===== src/hw/rtl/pvm_pkg.sv =====
// Package for the 24-voice PCM sample playback mixer.
// Holds shared constants, command and status types, and the log expansion function.
// Depends on nothing.
package pvm_pkg;

   localparam int NumVoicesDef = 24;
   localparam int SampleAddrBitsDef = 18;
   localparam int MixW = 29;

   localparam logic [1:0] MODE_REG_WRITE = 2'd0;
   localparam logic [1:0] MODE_LOAD = 2'd1;
   localparam logic [1:0] MODE_TICK = 2'd2;

   localparam logic [3:0] REG_RVOL = 4'd0;
   localparam logic [3:0] REG_LVOL = 4'd1;
   localparam logic [3:0] REG_PITCH_H = 4'd2;
   localparam logic [3:0] REG_PITCH_L = 4'd3;
   localparam logic [3:0] REG_BANK = 4'd4;
   localparam logic [3:0] REG_CTRL = 4'd5;
   localparam logic [3:0] REG_START_H = 4'd6;
   localparam logic [3:0] REG_START_L = 4'd7;
   localparam logic [3:0] REG_END_H = 4'd8;
   localparam logic [3:0] REG_END_L = 4'd9;
   localparam logic [3:0] REG_LOOP_H = 4'd10;
   localparam logic [3:0] REG_LOOP_L = 4'd11;

   // Commands from the controller to the datapath.
   typedef struct packed {
      logic reg_write;   // apply the captured register byte write
      logic load;        // write the captured word into the sample store
      logic clear_acc;   // clear the mix sums and select voice zero
      logic step_init;   // load the working phase and position of the current voice
      logic step;        // run one phase step of the current voice
      logic commit;      // write back phase and position of the current voice
      logic fetch0;      // issue the read of the first sample
      logic fetch1;      // issue the read of the second sample
      logic interp;      // form the interpolation product
      logic scale;       // form the volume products
      logic accum;       // add the products into the sums
      logic next_voice;  // move to the next voice
   } pvm_cmd_type;

   // Status from the datapath to the controller.
   typedef struct packed {
      logic voice_live;  // current voice is busy and playing
      logic stopped;     // current voice ran past its end without loop
      logic steps_done;  // step count reached the tick's step count
      logic muted;       // current voice is muted
      logic last_voice;  // current voice is the last one
   } pvm_sts_type;

   // Expands an 8-bit logarithmic code to a signed 16-bit sample.
   function automatic logic signed [15:0] expand_log(input logic [7:0] code);
      logic [2:0] ex;
      logic [15:0] base;
      logic [15:0] shifted;
      ex = code[2:0];
      if (code[7]) begin
         base = ((ex != 3'd0) ? 16'hfe00 : 16'hff00) | {8'd0, code[6:3], 4'd0};
      end else begin
         base = ((ex != 3'd0) ? 16'h0100 : 16'h0000) | {8'd0, code[6:3], 4'd0};
      end
      shifted = (ex != 3'd0) ? (base << (ex - 3'd1)) : base;
      return signed'(shifted);
   endfunction

endpackage


===== src/hw/rtl/pvm_ctrl.sv =====
// Controller state machine of the PCM mixer.
// Depends on pvm_pkg; drives the datapath through pvm_cmd_type.
module pvm_ctrl (
   input  logic                 clock,
   input  logic                 reset,
   input  logic                 req_valid,
   output logic                 req_ready,
   input  logic [1:0]           req_mode,
   output logic                 rsp_valid,
   input  logic                 rsp_ready,
   output pvm_pkg::pvm_cmd_type cmd,
   input  pvm_pkg::pvm_sts_type sts
);
   import pvm_pkg::*;

   localparam logic [3:0] S_IDLE = 4'd0;
   localparam logic [3:0] S_REG = 4'd1;
   localparam logic [3:0] S_LOAD = 4'd2;
   localparam logic [3:0] S_VINIT = 4'd3;
   localparam logic [3:0] S_STEP = 4'd4;
   localparam logic [3:0] S_FETCH0 = 4'd5;
   localparam logic [3:0] S_FETCH1 = 4'd6;
   localparam logic [3:0] S_INTERP = 4'd8;
   localparam logic [3:0] S_SCALE = 4'd9;
   localparam logic [3:0] S_ACCUM = 4'd10;
   localparam logic [3:0] S_NEXT = 4'd11;
   localparam logic [3:0] S_OUT = 4'd12;

   logic [3:0] state_ff, state_in;
   logic       rsp_valid_ff, rsp_valid_in;

   always_comb begin
      state_in = state_ff;
      rsp_valid_in = rsp_valid_ff;
      cmd = '0;
      req_ready = 1'b0;
      if (rsp_valid_ff && rsp_ready) begin
         rsp_valid_in = 1'b0;
      end
      unique case (state_ff)
         S_IDLE: begin
            req_ready = 1'b1;
            if (req_valid) begin
               priority case (req_mode)
                  MODE_REG_WRITE: state_in = S_REG;
                  MODE_LOAD: state_in = S_LOAD;
                  MODE_TICK: begin
                     cmd.clear_acc = 1'b1;
                     state_in = S_VINIT;
                  end
                  default: state_in = S_IDLE;
               endcase
            end
         end
         S_REG: begin
            cmd.reg_write = 1'b1;
            state_in = S_IDLE;
         end
         S_LOAD: begin
            cmd.load = 1'b1;
            state_in = S_IDLE;
         end
         S_VINIT: begin
            cmd.step_init = 1'b1;
            state_in = sts.voice_live ? S_STEP : S_NEXT;
         end
         S_STEP: begin
            // One phase step per cycle until the count is reached or the voice stops.
            if (sts.stopped || sts.steps_done) begin
               cmd.commit = 1'b1;
               state_in = (sts.stopped || sts.muted) ? S_NEXT : S_FETCH0;
            end else begin
               cmd.step = 1'b1;
            end
         end
         S_FETCH0: begin
            cmd.fetch0 = 1'b1;
            state_in = S_FETCH1;
         end
         S_FETCH1: begin
            // The second word is on the read port during the next cycle.
            cmd.fetch1 = 1'b1;
            state_in = S_INTERP;
         end
         S_INTERP: begin
            cmd.interp = 1'b1;
            state_in = S_SCALE;
         end
         S_SCALE: begin
            cmd.scale = 1'b1;
            state_in = S_ACCUM;
         end
         S_ACCUM: begin
            cmd.accum = 1'b1;
            state_in = S_NEXT;
         end
         S_NEXT: begin
            if (sts.last_voice) begin
               state_in = S_OUT;
            end else begin
               cmd.next_voice = 1'b1;
               state_in = S_VINIT;
            end
         end
         S_OUT: begin
            if (!rsp_valid_ff) begin
               rsp_valid_in = 1'b1;
               state_in = S_IDLE;
            end
         end
         default: state_in = S_IDLE;
      endcase
   end

   always_ff @(posedge clock) begin
      if (reset) begin
         state_ff <= S_IDLE;
         rsp_valid_ff <= 1'b0;
      end else begin
         state_ff <= state_in;
         rsp_valid_ff <= rsp_valid_in;
      end
   end

   assign rsp_valid = rsp_valid_ff;
endmodule


===== config.mk =====
export PLATFORM = sky130hd
export DESIGN_NAME = pvm_ctrl
export DESIGN_NICKNAME = d
export VERILOG_FILES = /design/src/hw/rtl/pvm_pkg.sv /design/src/hw/rtl/pvm_ctrl.sv
export SDC_FILE = /design/constraint.sdc
export NUM_CORES = 1
export LEC_CHECK = 0
export CAP_MARGIN = 0
export CORE_AREA = 2 2 39 41
export DETAILED_ROUTE_END_ITERATION = 16
export DIE_AREA = 0 0 41 43
export DONT_BUFFER_PORTS = 1
export GPL_TIMING_DRIVEN = 0
export PLACE_DENSITY_LB_ADDON = 0.3
export SETUP_SLACK_MARGIN = 0.05
export SLEW_MARGIN = 10
export SYNTH_ARGS = -nofsm -noshare
export SYNTH_HDL_FRONTEND = slang
export SYNTH_SLANG_ARGS = --single-unit

===== constraint.sdc =====
create_clock -name clock -period 1.5 [get_ports clock]
set_input_delay 0.075 -clock clock [delete_from_list [all_inputs] [get_ports clock]]
set_output_delay 0.075 -clock clock [all_outputs]
set_load 0.1 [all_outputs]

# [Yosys cells after proc, flatten, opt, wreduce, memory -nomap -nowiden]
# Cells that the tools add are included.
[totals] in_bits=11 wordCells=52 output_inout_bits=14 ff_bits=5
[op_classes] eq_ne=16 muxes=28 reduce_logical=6
[op_table] operator="4-bit case mux with 10 select lines" n=1
[op_table] operator="4-bit two-way mux" n=6
[op_table] operator="4-bit equality test (second input constant)" n=5
[op_table] operator="1-bit two-way mux" n=19
[op_table] operator="4-bit by 3-bit equality test with 1-bit output (second input constant)" n=3
[op_table] operator="4-bit by 2-bit equality test with 1-bit output (second input constant)" n=2
[op_table] operator="2-bit inequality test (second input constant)" n=3
[op_table] operator="2-bit case mux with 3 select lines" n=1
[op_table] operator="4-bit by 1-bit equality test with 1-bit output (second input constant)" n=1
[op_table] operator="4-bit logical NOT" n=1
[op_table] operator="3-bit AND reduction" n=1
[op_table] operator="2-bit by 1-bit equality test with 1-bit output (second input constant)" n=1
[op_table] operator="2-bit equality test (second input constant)" n=1
[op_table] operator="2-bit logical NOT" n=1
[op_table] operator="1-bit logical OR" n=2
[op_table] operator="2-bit two-way mux" n=1
[op_table] operator="1-bit logical AND" n=1

# [Depth between registers and ports, before layout]
# Gate-level depths: netlist (run 1).
[depth] ltp_word=4 mapped_depth=6 ltp_nobuf=6

# [Worst setup path before layout (run 1)]
# OpenSTA, ideal clock, no wires.
[synth_timing] path_type="flip-flop to output port" startpoint="reg state_ff[1]" endpoint="out cmd[9] in the netlist's numbering" arrival_time_ps=3751 setup_slack_ps=-2326 path_stages_with_launch=4 path_cell_list="dfxtp_1 -> or2_2 -> nor3_1 -> and3_1"
[synth_lines] item="from (decl)" line="pvm_ctrl.sv:29" source="logic [3:0] state_ff, state_in;"
[synth_lines] item="from (signal assigned)" line="pvm_ctrl.sv:120" source="state_ff <= state_in;"
[synth_lines] item="to (decl)" line="pvm_ctrl.sv:11" source="output pvm_pkg::pvm_cmd_type cmd,"

==> results of run 1 <==
-- repair_timing --
action | 4_1_cts | 5_1_grt
resized for setup | 27 | 12
hold buffers | 1 | 0
buffers inserted | 13 | 12
setup endpoints to repair | 18 | 17
pin swaps | 13 | 7
endpoints found under the hold margin | 3 | 0
-- routing by layer --
| metal | share of wire [%] | vias to the layer above |
|---|---|---|
| li1 | - | 343 |
| met1 | 37 | 403 |
| met2 | 53 | 43 |
| met3 | 6.6 | 12 |
| met4 | 3.3 | 0 |
| met5 | 0 | - |
-- power breakdown --
group          leakage, nW  switching, mW  internal [mW]
Clock               0.0150         0.0511          0.100
Sequential          0.0435         0.0113          0.145
Combinational        0.377          0.392          0.230
Total                0.436          0.455          0.476
-- cell type report --
class | instances | share of cell area (%)
multi-input combinational | 63 | 50.62
timing repair buffer | 27 | 26.16
sequential | 5 | 10.08
buffer | 5 | 6.908
clock buffer | 4 | 2.378
inverter | 6 | 2.039
tap | 16 | 1.812
-- registers in the layout, indices dropped and copies added (netlist names) --
register and flops:
rsp_valid 1, state_ff 4
-- synth_stat cells --
master and n:
nor2_1 12, nor3_1 10, buf_2 2, a2111oi_0 1, ha_1 3, a31oi_1 1, o21ai_0 1, nor4_4 1
o32a_1 1, o32ai_1 1, inv_1 6, or2_2 1, o211ai_1 1, buf_4 1, nand3b_1 1, a21o_1 1
a21boi_0 1, nand2_1 2, or3b_1 1, nor3b_1 2, buf_6 1, mux2i_1 1, a2111o_1 1, a21oi_1 8
o21bai_1 2, dfxtp_1 5, clkbuf_1 1, and3_1 2, or2_0 1, nand2b_1 5, nand3_1 1, or2b_1 1
-- kinds of logic after synthesis --
family          count (synthesis)  share of synthesized area [%]
compound gates                 19                          23.03
flops                           5                          18.06
simple gates                   40                          40.41
mux                             1                          1.806
buf+inv                        11                          9.932
fa+ha+maj                       3                          6.773
-- layout by cell type (no fill, tap or decap), types with 2 or more instances in the layout --
cell	count
a21oi_1	6
nand2b_1	2
buf_12	4
dfxtp_4	2
dfxtp_2	3
nor2_1	7
buf_4	13
nand2b_4	2
buf_6	11
o21bai_1	2
nor3_4	6
nor3b_1	2
clkbuf_4	3
inv_1	6
nor2_4	5
ha_1	3
nor3_1	4
and3_4	2
a21oi_2	2
-- how the worst min path moves through the flow --
stage	slack, ns	cells past startpoint	from	to
6_report	0.04	2	reset	state_ff[0]
3_3_place_gp	0.15	1	reset	state_ff[2]
5_1_grt	0.03	2	reset	state_ff[0]
2_1_floorplan	0.14	1	reset	state_ff[2]
3_5_place_dp	0.15	1	reset	state_ff[2]
4_1_cts	0.01	2	reset	state_ff[1]
==> impl_metrics.csv, run 1 <==
group,metric,value,unit
final_layout,seqCellArea,111.4,um2
final_layout,nFillCells,77,
setup_path,critical-path-max-stage-delay,0.78,ns
global_route,grtUsageMet2,35.00,%
yosys,yosys.area.top_type,"dfxtp_1",
final_layout,fin_area,0.001105,mm2
pwr,p_per_area,842.2,mW/mm2
global_route,grt_overflow,0,
yosys,ys_seq_area_share,18.06,%
setup_path,crit-reg2reg-launch,"state_ff[3]",
run_status,violations,"setup timing",
sta,slew_viol_final,0,
yosys,ys_types,32,
yosys,netlist_area,554.3,um2
routing,viasPerCell,6.357,
routing,routed_wl,2.763,mm
floorplan,core-area,0.001384,mm2
setup_path,rr_endpoint,"state_ff[3]",
global_route,antenna_found_initial,0,
sta,worst_pin_slew,1.017,ns
setup_path,critPathKind,"register to primary output",
sta,fin_crit_sh,150.1,%
clock_network,clockBufferDepth,2,
clock_network,cts_sinks,5,
final_layout,diodes,0,
hold_path,min_path_type,"primary input to register",
routing,drtIter0Drc,20,
floorplan,die_w,41,um
routing,num_vias,801,
setup_path,cp_top_family,"simple AND/OR/NAND/NOR gates",
clock_network,cts_buffers,3,
pwr,power_leakage,0.4356,nW
setup_path,required,1.42,ns
global_route,grt_pass1_vias,692,
clock_network,clkSlewWorstSetupHoldPaths,0.04,ns
clock_network,cts_tree,"built",
placed_design,dp_cells,97,
sta,slew_headroom,31.96,%
floorplan,placementRows,14,
run_status,status,"finished, violations left",
routing,dr.pass1.iters,4,
yosys,syn_nets,93,
routing,antenna_left,0,
global_route,grt_max_degree,11,
final_layout,multiInputGateArea,559.3,um2
setup_path,arrival,2.18,ns
sta,fmax,444.2,MHz
final_layout,layoutNonFillerInstCount,126,
final_layout,nets,125,
yosys,synthCells,79,
global_route,grt_first_pass_wirelength,2.739,mm
sta,fin_crit,2.251,ns
floorplan,die_y,43,um
placed_design,gp_congestion,0.7808,
global_route,use_met1,23.78,%
setup_path,startpoint_type,"register",
floorplan,start_util,40.05,%
setup_path,endpoint,"cmd[9]",
global_route,grt_util_all_layers,22.48,%
placed_design,port-buffer-count,0,
yosys,postSynthAreaPerCell,7.016,um2
final_layout,post-route-util,79.84,%
sta,rsz0062_at_grt,"yes",
pwr,ir_drop,0.0004880,V
global_route,grtUsageMet3,5.236,%
job,maxCapViolations,0,
setup_path,crit_cells,3,
final_layout,drive_gt1_share,56.36,%
sta,fin_hold_ws,0.03881,ns
setup_path,cp_max_fo,5,
global_route,busiest_layer,"met2",
setup_path,crit_path_start,"state_ff[1]",
clock_network,cts_root_buf,"clkbuf_4",
setup_path,crit_chain,"or2_4 > nor3_4 > and3_4",
setup_path,cp-end-kind,"primary output",
yosys,synth_seq_cells,5,
yosys,yosys.area.top_type_share,18.06,%
setup_path,r2r_slack,-0.39,ns
final_layout,area_growth,99.32,%
pwr,p_total,0.9305,mW
setup_path,worst-r2r-cell-count,7,
clock_network,clk_latency,0.24,ns
placed_design,pre_cts_ws,-0.5680,ns
setup_path,path_buf_inv,0,
yosys,synth_area_leaders,"dfxtp_1 18%, nor3_1 9.0%, nor2_1 8.1%",
sta,tns,-5.797,ns
placed_design,dp.final_hpwl,1.070,mm
floorplan,io-pin-count,25,
setup_path,slowest_stage,"nor3_4",
floorplan,dieArea,0.001763,mm2
sta,final-setup-viol-count,17,
sta,hold_viol,0,
clock_network,h-tree-depth,1,
sta,skew,0.00005590,ns
routing,drc,0,
placed_design,dpl_cell_area,743.2,um2
yosys,yosysWarningCount,0,
sta,worst_slack,-0.7513,ns
routing,wl_per_cell,21.93,um
Power figures use the tool's default switching activity.
==> run 2: changes to the inputs <==
CORE_AREA = not set   (was 2 2 39 41)
CORE_MARGIN = 1.5   (was not set)
CORE_UTILIZATION = 30   (was not set)
DIE_AREA = not set   (was 0 0 41 43)
HOLD_SLACK_MARGIN = 0.06   (was not set)
==> impl_metrics.csv, run 2 (synthesized netlist as in run 1, its figures left out) <==
group,metric,value,unit
clock_network,clkSlewWorstSetupHoldPaths,0.04,ns
clock_network,cts_sinks,5,
final_layout,largest_reg_flops,4,
pwr,power.switching,0.4501,mW
routing,num_vias,702,
sta,slew_viol_final,0,
setup_path,cp-end-kind,"primary output",
setup_path,required,1.42,ns
run_status,violations,"setup timing",
final_layout,mostFrequentLayoutCell,"buf_6",
clock_network,clockBufferDepth,2,
sta,fin_hold_ws,0.1216,ns
pwr,p_per_area,834.1,mW/mm2
setup_path,arrival,2.19,ns
floorplan,placementRows,15,
global_route,grt_overflow,0,
sta,skew,0.0002354,ns
placed_design,gp_congestion,0.8260,
placed_design,port-buffer-count,0,
sta,fin_crit,2.265,ns
final_layout,layout_common_cells,"11 x buf_6, 10 x buf_4",
routing,drc,0,
placed_design,pre_cts_ws,-0.5664,ns
pwr,ir_drop,0.0004001,V
sta,fmax,441.4,MHz
sta,final-setup-viol-count,17,
run_status,status,"finished, violations left",
routing,routed_wl,1.986,mm
pwr,seqPwrFrac,16.1,%
final_layout,largest_register,"state_ff",
final_layout,nets,122,
floorplan,start_util,32.10,%
clock_network,cts_buffers,3,
final_layout,area_growth,106.5,%
sta,slew_headroom,32.39,%
setup_path,crit_path_start,"state_ff[3]",
sta,worst_pin_slew,1.011,ns
clock_network,cts_tree,"built",
pwr,clkPwrFrac,15.4,%
hold_path,min_from,"sts[4]",
floorplan,dieArea,0.002115,mm2
sta,worst_slack,-0.7654,ns
global_route,grt_pass1_vias,654,
clock_network,clk_latency,0.23,ns
job,maxCapViolations,0,
setup_path,crit-reg2reg-launch,"state_ff[3]",
routing,viasPerCell,5.318,
routing,dr.pass1.iters,4,
final_layout,diodes,0,
sta,rsz0062_at_grt,"yes",
pwr,p_int,0.5048,mW
routing,wl_per_cell,15.05,um
floorplan,io-pin-count,25,
setup_path,critPathKind,"register to primary output",
setup_path,startpoint_type,"register",
routing,drtIter0Drc,23,
clock_network,cts_root_buf,"clkbuf_4",
pwr,power_leakage,0.4187,nW
floorplan,die_w,45.99,um
sta,fin_crit_sh,151.0,%
hold_path,min_path_type,"primary input to register",
global_route,grt_util_all_layers,17.79,%
sta,hold_viol,0,
setup_path,cp_max_fo,2,
global_route,grt_first_pass_wirelength,2.746,mm
pwr,switching_share,47.13,%
clock_network,h-tree-depth,1,
final_layout,drive_gt1_share,57.01,%
routing,antenna_left,0,
floorplan,core-area,0.001727,mm2
floorplan,die_y,45.99,um
global_route,antenna_found_initial,0,
pwr,p_comb_share,68.5,%
global_route,grt_max_degree,11,
placed_design,dp.final_hpwl,1.104,mm
## run 2: critical path, cell delays in order, from the launching register on
cell	delay (ns)
dfxtp_4	0.34
or2_4	0.27
nor3_4	0.82
and3_4	0.52
## run 2: through the flow
step / TNS, ns / utilization [%] / area [um2] / cells / total power, mW
floorplan: -4.006 / - / 678.2 / 79 / 0.5425
global placement: -4.940 / 41.09 / 709.4 / 104 / 0.5774
detailed placement: -2.142 / 43.70 / 754.5 / 106 / 0.5826
CTS: -4.921 / 61.09 / 1055 / 126 / 0.8886
global route: -6.845 / 66.30 / 1145 / 132 / 1.001
finish: -6.199 / 66.30 / 1145 / 132 / 0.9549
## run 2: power groups by stage
stage          Combinational (mW)  Sequential (mW)  Clock, mW
2_1_floorplan               0.385            0.158          0
3_3_place_gp                0.416            0.161          0
3_5_place_dp                0.421            0.162          0
4_1_cts                     0.580            0.153      0.155
5_1_grt                     0.687            0.154      0.160
6_report                    0.654            0.154      0.147
## run 2: worst paths after layout
path	end	slack [ns]	cells past startpoint
worst max-delay path	cmd[9]	-0.77	3
worst min-delay path	state_ff[1]	0.12	3
worst max register to register	state_ff[3]	-0.47	8
worst min register to register	state_ff[0]	0.77	4
## run 2: repair_timing
action                     4_1_cts  5_1_grt
setup buffers                   14        9
pin swaps                       16       13
gates resized for setup         29       15
setup endpoints to repair       18       17
hold endpoints to repair         5        0
hold buffers                     2        0
## run 2: cell type report
type / instances / area [um2]
multi-input combinational: 63 / 620.6
fill: 129 / 581.8
buffer: 4 / 48.80
timing repair buffer: 25 / 282.8
sequential: 5 / 112.6
tap: 25 / 31.28
clock buffer: 4 / 26.28
inverter: 6 / 22.52
## run 2: per-layer routing
| layer | GRT usage, % | share of wire, % |
|---|---|---|
| met1 | 20.48 | 40 |
| met2 | 32.22 | 54 |
| met3 | 2.381 | 3.6 |
| met4 | 7.429 | 2.4 |
| met5 | 0 | 0 |
==> run 3: changes to the inputs <==
RECOVER_POWER = 100   (was not set)
SETUP_SLACK_MARGIN = 0.4   (was 0.05)
==> impl_metrics.csv, run 3 (synthesized netlist as in run 1, its figures left out) <==
group,metric,value,unit
global_route,grt_overflow,0,
routing,wl_per_cell,15.93,um
setup_path,crit_chain,"or2_4 > nor3_4 > and3_4",
global_route,antenna_found_initial,0,
floorplan,core-area,0.001727,mm2
routing,viasPerCell,5.306,
setup_path,rr_endpoint,"state_ff[3]",
sta,worst_pin_slew,1.018,ns
pwr,seqPwrFrac,16.0,%
floorplan,start_util,32.10,%
clock_network,cts_tree,"built",
sta,skew,0.0003085,ns
setup_path,slowest_stage,"nor3_4",
clock_network,clkSlewWorstSetupHoldPaths,0.04,ns
global_route,grt_max_degree,11,
pwr,clkPwrFrac,15.5,%
clock_network,clockBufferDepth,2,
setup_path,cp-end-kind,"primary output",
pwr,p_int,0.5178,mW
placed_design,dp.final_hpwl,1.090,mm
pwr,p_total,0.9676,mW
floorplan,die_w,45.99,um
final_layout,multiInputGateArea,594.3,um2
floorplan,dieArea,0.002115,mm2
setup_path,worst-r2r-cell-count,9,
clock_network,cts_sinks,5,
setup_path,critPathKind,"register to primary output",
final_layout,diodes,0,
sta,fin_crit,2.237,ns
sta,hold_viol,0,
setup_path,critical-path-max-stage-delay,0.78,ns
setup_path,endpoint,"cmd[9]",
clock_network,clk_latency,0.24,ns
setup_path,crit-reg2reg-launch,"state_ff[0]",
sta,final-setup-viol-count,17,
final_layout,mostFrequentLayoutCell,"buf_6",
hold_path,min_path_type,"primary input to register",
floorplan,placementRows,15,
setup_path,path_buf_inv,0,
clock_network,cts_root_buf,"clkbuf_4",
routing,drtIter0Drc,5,
pwr,p_comb_share,68.5,%
pwr,ir_drop,0.0005001,V
pwr,power.switching,0.4498,mW
floorplan,io-pin-count,25,
final_layout,drive_gt1_share,57.80,%
clock_network,h-tree-depth,1,
routing,dr.pass1.iters,4,
final_layout,largest_reg_flops,4,
sta,fin_crit_sh,149.2,%
pwr,p_per_area,838.7,mW/mm2
setup_path,startpoint_type,"register",
run_status,violations,"setup timing",
final_layout,area_growth,108.1,%
routing,drc,0,
setup_path,cp_max_fo,2,
routing,num_vias,711,
placed_design,pre_cts_ws,-0.5601,ns
setup_path,cp_top_family,"simple AND/OR/NAND/NOR gates",
final_layout,seqCellArea,111.4,um2
job,maxCapViolations,0,
setup_path,arrival,2.16,ns
sta,worst_slack,-0.7374,ns
final_layout,nets,124,
setup_path,crit_cells,3,
placed_design,port-buffer-count,0,
setup_path,required,1.42,ns
global_route,grt_first_pass_wirelength,3.118,mm
floorplan,die_y,45.99,um
setup_path,crit_path_start,"state_ff[3]",
clock_network,cts_buffers,3,
final_layout,largest_register,"state_ff",
final_layout,layout_common_cells,"12 x buf_6, 11 x buf_4, 7 x nor3_4, 7 x a21oi_1",
sta,fmax,446.9,MHz
sta,rsz0062_at_grt,"yes",
global_route,grt_pass1_vias,724,
pwr,power_leakage,0.4426,nW
setup_path,r2r_slack,-0.42,ns
sta,slew_viol_final,0,
pwr,switching_share,46.49,%
routing,antenna_left,0,
run_status,status,"finished, violations left",
routing,routed_wl,2.134,mm
sta,slew_headroom,31.92,%
final_layout,nFillCells,124,
global_route,grt_util_all_layers,21.14,%
placed_design,gp_congestion,0.8510,
[run 3: final cells by class]
| class | instances | area share, % |
|---|---|---|
| Timing Repair Buffer | 26 | 24.73 |
| Inverter | 6 | 1.952 |
| Clock buffer | 4 | 2.278 |
| Buffer | 5 | 7.158 |
| Tap cell | 25 | 2.711 |
| Sequential cell | 5 | 9.653 |
| Multi-Input combinational cell | 63 | 51.52 |
[run 3: worst min path at each step]
stage / start / to / slack (ns) / cells after the start
final: rsp_ready / rsp_valid / 0.06 / 3
after detailed placement: reset / state_ff[3] / 0.15 / 1
after CTS: rsp_ready / rsp_valid / 0.08 / 3
after floorplan: reset / rsp_valid / 0.14 / 1
after global placement: reset / rsp_valid / 0.14 / 1
after global routing: rsp_ready / rsp_valid / 0.09 / 3
[run 3: stage by stage]
step                utilization (%)  instance area, um2  cells  hold slack, ns  TNS [ns]
floorplan                         -               701.9     79          0.1400    -3.922
global placement              42.46               733.2    104          0.1420    -4.837
detailed placement            45.07               778.2    106          0.1515    -1.917
CTS                           64.86                1120    132         0.07982    -5.123
global route                  66.81                1154    134         0.08985    -6.602
finish                        66.81                1154    134         0.06123    -5.690
[run 3: worst reg2reg max path, delay by kind of cell, from the launching register on]
kind / cells / cell delay [ns]
and+or+nand+nor: 3 / 0.91
buffers and inverters: 5 / 0.56
DFF: 1 / 0.31
AOI/OAI and AO/OA: 1 / 0.05
[run 3: repair_timing]
| item | 4_1_cts | 5_1_grt |
|---|---|---|
| setup endpoints to repair | 18 | 18 |
| setup buffers | 21 | 2 |
| gates resized for setup | 32 | 6 |
| pin swaps | 19 | 5 |
| hold buffers | 1 | 0 |
| hold endpoints to repair | 5 | 0 |
[run 3: power by group through the flow]
| stage | Clock (mW) | Sequential, mW | Combinational, mW |
|---|---|---|---|
| floorplan | 0 | 0.159 | 0.394 |
| global placement | 0 | 0.162 | 0.426 |
| detailed placement | 0 | 0.162 | 0.431 |
| CTS | 0.160 | 0.153 | 0.629 |
| global route | 0.164 | 0.155 | 0.693 |
| finish | 0.150 | 0.155 | 0.663 |
[run 3: routing by layer]
metal / part of all wire [%] / vias to the layer above / track usage [%]
met5: 0 / - / 0
li1: - / 342 / -
met1: 36 / 342 / 20.38
met4: 2.0 / 0 / 12.00
met3: 3.7 / 4 / 2.381
met2: 58 / 23 / 41.67
